<file path="src/rtl/ssbs_pkg.sv">
`timescale 1ns / 1ps
`default_nettype none
// ----------------------------------------------------------------------------
// ssbs_pkg
// Types and constants shared by the sorted store and binary search core.
// ----------------------------------------------------------------------------
package ssbs_pkg;

  localparam int unsigned ValueW = 32;
  localparam int unsigned PosW   = 4;

  typedef enum logic {
    OP_LOAD   = 1'b0,
    OP_SEARCH = 1'b1
  } ssbs_op_e;

  typedef struct packed {
    ssbs_op_e                  operation;
    logic signed [ValueW-1:0]  value;
  } ssbs_in_t;

  typedef struct packed {
    logic            found;
    logic [PosW-1:0] position;
  } ssbs_out_t;

  // broadcast from the controller to every cell
  typedef struct packed {
    logic                      load;
    logic                      search;
    logic signed [ValueW-1:0]  value;
  } ssbs_cell_ctrl_t;

  typedef enum logic {
    ST_IDLE  = 1'b0,
    ST_PROBE = 1'b1
  } ssbs_state_e;

endpackage : ssbs_pkg
`default_nettype wire

</file>
<file path="src/rtl/ssbs_cell.sv">
`timescale 1ns / 1ps
`default_nettype none
// ----------------------------------------------------------------------------
// ssbs_cell
// One slot of the sorted row: holds an entry, shifts toward the tail on an
// insert, and registers its compare flags against a search key.
// ----------------------------------------------------------------------------
module ssbs_cell
  import ssbs_pkg::*;
(
  input  wire                      clk_i,
  input  wire                      rst_ni,
  input  ssbs_cell_ctrl_t          ctrl_i,
  input  wire                      valid_i,
  input  wire                      tail_i,
  input  wire signed [ValueW-1:0]  left_entry_i,
  input  wire                      left_gt_i,
  output logic signed [ValueW-1:0] entry_o,
  output logic                     gt_o,
  output logic                     key_greater_o,
  output logic                     key_less_o
);

  logic signed [ValueW-1:0] entry_q, entry_d;
  logic                     key_greater_q, key_less_q;

  // entry is above the broadcast value
  assign gt_o = valid_i && (entry_q > ctrl_i.value);

  always_comb begin
    entry_d = entry_q;
    if (ctrl_i.load) begin
      if (left_gt_i) begin
        entry_d = left_entry_i;
      end else if (gt_o || tail_i) begin
        entry_d = ctrl_i.value;
      end
    end
  end

  always_ff @(posedge clk_i) begin
    entry_q <= entry_d;
  end

  always_ff @(posedge clk_i or negedge rst_ni) begin
    if (!rst_ni) begin
      key_greater_q <= 1'b0;
      key_less_q    <= 1'b0;
    end else if (ctrl_i.search) begin
      key_greater_q <= ctrl_i.value > entry_q;
      key_less_q    <= ctrl_i.value < entry_q;
    end
  end

  assign entry_o       = entry_q;
  assign key_greater_o = key_greater_q;
  assign key_less_o    = key_less_q;

endmodule : ssbs_cell
`default_nettype wire

</file>
<file path="src/rtl/sorted_store_binary_search_core.sv">
`timescale 1ns / 1ps
`default_nettype none
// ----------------------------------------------------------------------------
// sorted_store_binary_search_core
// Sorted row of DEPTH signed entries with insert and binary search.
// ----------------------------------------------------------------------------
// A load beat does not stall the input: every cell compares its entry with
// the value at once and the row shifts by one slot to open the sorted
// position, so the next beat can follow right away; a load into a full
// store is dropped. A search beat registers each cell's compare flags
// against the key on the accepting edge, then walks the classic
// (first+last)/2 midpoint sequence over those flags, one probe a cycle,
// a hit probe holding while an earlier result waits stalled in the output
// register. A hit writes the result register in its probe cycle and a
// miss writes it once the range is empty, either only once the output
// register is free; until then the input stays stalled. A finished result
// waits in the output register while the next beat is accepted.
// ----------------------------------------------------------------------------
module sorted_store_binary_search_core
  import ssbs_pkg::*;
#(
  parameter int unsigned DEPTH = 16
) (
  input  wire       clk_i,
  input  wire       rst_ni,
  input  wire       in_valid_i,
  output logic      in_stall_o,
  input  ssbs_in_t  in_data_i,
  output logic      out_valid_o,
  input  wire       out_stall_i,
  output ssbs_out_t out_data_o
);

  localparam int unsigned AW = (DEPTH > 1) ? $clog2(DEPTH) : 1;
  localparam int unsigned CW = $clog2(DEPTH + 1);

  ssbs_state_e     state_q, state_d;
  logic [CW-1:0]   count_q, count_d;
  logic [CW-1:0]   lo_q, lo_d;
  logic [CW-1:0]   hi1_q, hi1_d;       // upper bound plus one
  logic            out_valid_q, out_valid_d;
  ssbs_out_t       out_q, out_d;

  logic            in_fire;
  logic            full;
  ssbs_cell_ctrl_t cell_ctrl;

  logic signed [ValueW-1:0] entry [DEPTH];
  logic [DEPTH-1:0]         gt_vec;
  logic [DEPTH-1:0]         greater_vec;
  logic [DEPTH-1:0]         less_vec;

  logic [CW:0]     mid_sum;
  logic [AW-1:0]   mid;
  logic [AW+PosW-1:0] mid_ext;
  logic            range_open;
  logic            out_free;

  assign in_stall_o = (state_q != ST_IDLE);
  assign in_fire    = in_valid_i && !in_stall_o;
  assign full       = (count_q == CW'(DEPTH));

  assign cell_ctrl.load   = in_fire && (in_data_i.operation == OP_LOAD) && !full;
  assign cell_ctrl.search = in_fire && (in_data_i.operation == OP_SEARCH);
  assign cell_ctrl.value  = in_data_i.value;

  for (genvar i = 0; i < DEPTH; i++) begin : g_cell
    logic signed [ValueW-1:0] left_entry;
    logic                     left_gt;
    if (i == 0) begin : g_head
      assign left_entry = '0;
      assign left_gt    = 1'b0;
    end else begin : g_body
      assign left_entry = entry[i-1];
      assign left_gt    = gt_vec[i-1];
    end
    ssbs_cell u_cell (
      .clk_i         (clk_i),
      .rst_ni        (rst_ni),
      .ctrl_i        (cell_ctrl),
      .valid_i       (CW'(i) < count_q),
      .tail_i        (CW'(i) == count_q),
      .left_entry_i  (left_entry),
      .left_gt_i     (left_gt),
      .entry_o       (entry[i]),
      .gt_o          (gt_vec[i]),
      .key_greater_o (greater_vec[i]),
      .key_less_o    (less_vec[i])
    );
  end

  // midpoint of [lo, hi1-1]; only used while lo < hi1
  assign mid_sum    = (CW+1)'(lo_q) + (CW+1)'(hi1_q) - (CW+1)'(1);
  assign mid        = mid_sum[AW:1];
  assign mid_ext    = (AW+PosW)'(mid);
  assign range_open = lo_q < hi1_q;
  assign out_free   = !out_valid_q || !out_stall_i;

  always_comb begin
    state_d     = state_q;
    count_d     = count_q;
    lo_d        = lo_q;
    hi1_d       = hi1_q;
    out_valid_d = out_valid_q && out_stall_i;
    out_d       = out_q;
    unique case (state_q)
      ST_IDLE: begin
        if (cell_ctrl.load) begin
          count_d = count_q + CW'(1);
        end
        if (cell_ctrl.search) begin
          lo_d    = '0;
          hi1_d   = count_q;
          state_d = ST_PROBE;
        end
      end
      ST_PROBE: begin
        if (!range_open) begin
          if (out_free) begin
            out_valid_d    = 1'b1;
            out_d.found    = 1'b0;
            out_d.position = '0;
            state_d        = ST_IDLE;
          end
        end else if (greater_vec[mid]) begin
          lo_d = CW'(mid) + CW'(1);
        end else if (less_vec[mid]) begin
          hi1_d = CW'(mid);
        end else if (out_free) begin
          out_valid_d    = 1'b1;
          out_d.found    = 1'b1;
          out_d.position = mid_ext[PosW-1:0];
          state_d        = ST_IDLE;
        end
      end
      default: begin
        state_d = ST_IDLE;
      end
    endcase
  end

  always_ff @(posedge clk_i or negedge rst_ni) begin
    if (!rst_ni) begin
      state_q     <= ST_IDLE;
      count_q     <= '0;
      out_valid_q <= 1'b0;
      lo_q        <= '0;
      hi1_q       <= '0;
    end else begin
      state_q     <= state_d;
      count_q     <= count_d;
      out_valid_q <= out_valid_d;
      lo_q        <= lo_d;
      hi1_q       <= hi1_d;
    end
  end

  always_ff @(posedge clk_i) begin
    out_q <= out_d;
  end

  assign out_valid_o = out_valid_q;
  assign out_data_o  = out_q;

endmodule : sorted_store_binary_search_core
`default_nettype wire

</file>
<file path="config.mk">
export PLATFORM = sky130hd
export DESIGN_NAME = sorted_store_binary_search_core
export DESIGN_NICKNAME = d
export VERILOG_FILES = /design/src/rtl/ssbs_pkg.sv /design/src/rtl/ssbs_cell.sv /design/src/rtl/sorted_store_binary_search_core.sv
export SDC_FILE = /design/constraint.sdc
export NUM_CORES = 2
export LEC_CHECK = 0
export ABC_AREA = 1
export BUFFER_PORTS_ARGS = -buffer_cell sky130_fd_sc_hd__buf_4
export CAP_MARGIN = 20
export CORE_ASPECT_RATIO = 1.25
export CORE_UTILIZATION = 55
export CTS_BUF_LIST = sky130_fd_sc_hd__clkbuf_4 sky130_fd_sc_hd__clkbuf_8
export CTS_CLUSTER_DIAMETER = 150
export DETAILED_ROUTE_END_ITERATION = 10
export HOLD_SLACK_MARGIN = 0.15
export MAX_ROUTING_LAYER = met4
export PLACE_DENSITY = 0.79
export REMOVE_ABC_BUFFERS = 1
export SLEW_MARGIN = 20
export SYNTH_ARGS = -nofsm -noshare
export SYNTH_HDL_FRONTEND = slang
export SYNTH_HIERARCHICAL = 1
export SYNTH_SLANG_ARGS = --single-unit
</file>
<file path="constraint.sdc">
create_clock -name clk_i -period 8.19 [get_ports clk_i]
set_input_delay 1.638 -clock clk_i [delete_from_list [all_inputs] [get_ports clk_i]]
set_output_delay 1.638 -clock clk_i [all_outputs]
set_load 0.03 [all_outputs]
</file>
==> results.json <==
{
  "cts_tree": "done",
  "tightestPinTransition_ns": 1.10,
  "cts_resized": 0,
  "p_per_area_nw_per_um2": 281,
  "cp_max_fo": 34,
  "drtIter0Drc": 1278,
  "clock.fmax_ghz": 0.215,
  "min_period_ns": 4.64,
  "dp_slack_ns": 2.81,
  "firstDrtPassIters": 6,
  "ir_worst_vdd_mv": 0.528,
  "post-route-period-util": 0.567,
  "setup_slack_ns": 3.55,
  "hold_path_class": "register to register",
  "area_growth_pct": 9.48,
  "path_clk_slew_ns": 0.06,
  "grt_overflow": 0,
  "cts_buffer_depth": 3,
  "grt_usage": 0.239,
  "ant_nets": 0,
  "cts_made_buffers": 96,
  "drv_cap": 0,
  "seqCellArea_um2": 16800,
  "dr_total_vias": 27300,
  "htreeDepth": 3,
  "drc": 0,
  "status": "completed",
  "cts.sinks": 566,
  "netlist_instances": 3934,
  "routabilityCongestion": 0.923,
  "hpwl_mm": 60.8,
  "whs_ns": 0.476,
  "fin_worst_skew_ns": 0.0288,
  "dp.cells": 4899,
  "grt_start_max_net_pins": 50,
  "insertion_delay_ns": 0.71,
  "die_w_um": 242,
  "drive_gt1_frac": 0.229,
  "setup-tns-final_ns": 0,
  "antenna_found_initial": 1,
  "crit_type": "input port to register",
  "worst_ep_required_time_ns": 8.50,
  "initial_utilization": 0.558,
  "cts.repair_timing.setup_buffer_count": 0,
  "synth_area_um2": 39600,
  "critPathLaunchType": "input port",
  "finalSetupViolCount": 0,
  "nets": 4623,
  "fin_area_um2": 43400,
  "fill_cells": 5694,
  "multiInputGateArea_um2": 19900,
  "placed_area_um2": 41200,
  "core_um2": 71100,
  "yosys_warnings": 6,
  "fin_cells": 5085,
  "cts-root-buf": "clkbuf_8",
  "dieArea_um2": 73200,
  "hold_buffers": 0,
  "pin_count": 44,
  "drv_slew": 0,
  "synth.avg_cell_area_um2": 10.1,
  "cp.arrival_ns": 4.95,
  "viasPerCell": 5.37,
  "die_y_um": 302,
  "wl_per_cell_um": 16.2,
  "first_global_vias": 28400,
  "end_kind": "register",
  "p_leak_nw": 20.1,
  "hold_violations": 0,
  "rsz0062_at_grt": "false",
  "routed_wl_mm": 82.5,
  "grt_pass1_wl_mm": 137,
  "rows": 109,
  "io_buffers": 43,
  "relSlewSlack": 0.265
}
## final cells by class
type                       instances  area share
antenna                            2    0.000115
clock inverter                    42     0.00796
timing repair buffer              65      0.0149
clock buffer                     136      0.0390
sequential                       566       0.386
tap                              943      0.0272
multi-input combinational       2576       0.459
inverter                         755      0.0655
## power breakdown
group,leakage [nW],internal (mW),switching (mW)
registers,5.34,4.05,0.282
clock network,1.08,1.52,1.19
logic,13.7,2.10,3.04
total,20.1,7.67,4.51
## final timing paths
check,startpoint,endpoint,slack [ns],depth (start not counted)
max,in_data_i[11],g_cell[7].u_cell/entry_o[9],3.55,13
min,hi1_q[1],hi1_q[1],0.48,2
max reg2reg,count_q[0],g_cell[13].u_cell/entry_o[16],4.20,6
min reg2reg,hi1_q[1],hi1_q[1],0.48,2
max in group asynchronous,rst_ni,g_cell[4].u_cell/key_greater_o,6.76,1
min in group asynchronous,rst_ni,out_valid_o,0.98,1
## state kept, by name, indices dropped and copies added, names as in the netlist, 5 cells and up
name                         flops
count_q                          5
g_cell.u_cell/key_less_o        16
lo_q                             5
g_cell.u_cell/key_greater_o     16
out_data_o                       5
hi1_q                            5
g_cell.u_cell/entry_o          512
## metal layers
metal / track usage / vias up / wire [um]
met1: 0.256 / 13000 / 32800
met4: 0.113 / 0 / 3340
met2: 0.436 / 529 / 43000
met3: 0.0317 / 205 / 3370
met5: - / - / 0
li1: - / 13600 / -
## worst max-delay path, cell delays in order
cell and delay (ns):
buf_4 0.26, ha_1 0.39, nand4_1 0.15, nor3_1 0.41
nand2_1 0.11, nand2_1 0.16, nand2_2 0.08, nand3_2 0.09
nand3_1 0.14, inv_1 0.08, buf_4 0.40, nor2_1 0.16
a21oi_4 0.87
## layout by cell type (no fill, tap or decap), types with 19 or more instances in the layout
cell type and count:
a21oi_1 197, a21oi_2 33, buf_4 57, clkbuf_4 29, clkbuf_8 107, clkinv_1 20, conb_1 33, dfrtp_1 49
edfxtp_1 517, ha_1 526, inv_1 731, inv_2 22, mux2_2 496, nand2_1 691, nand2_2 77, nand3_1 88
nand4_1 38, nor2_1 149, nor2_2 33, nor3_1 19, o21a_1 32, o21ai_0 61
## metrics by stage
stage / total power [mW] / utilization
after global routing: 13.0 / 0.611
after floorplan: 8.12 / -
after detailed placement: 9.43 / 0.580
final: 12.2 / 0.611
after global placement: 9.23 / 0.579
after CTS: 12.2 / 0.608
Power figures use the tool's default switching activity.
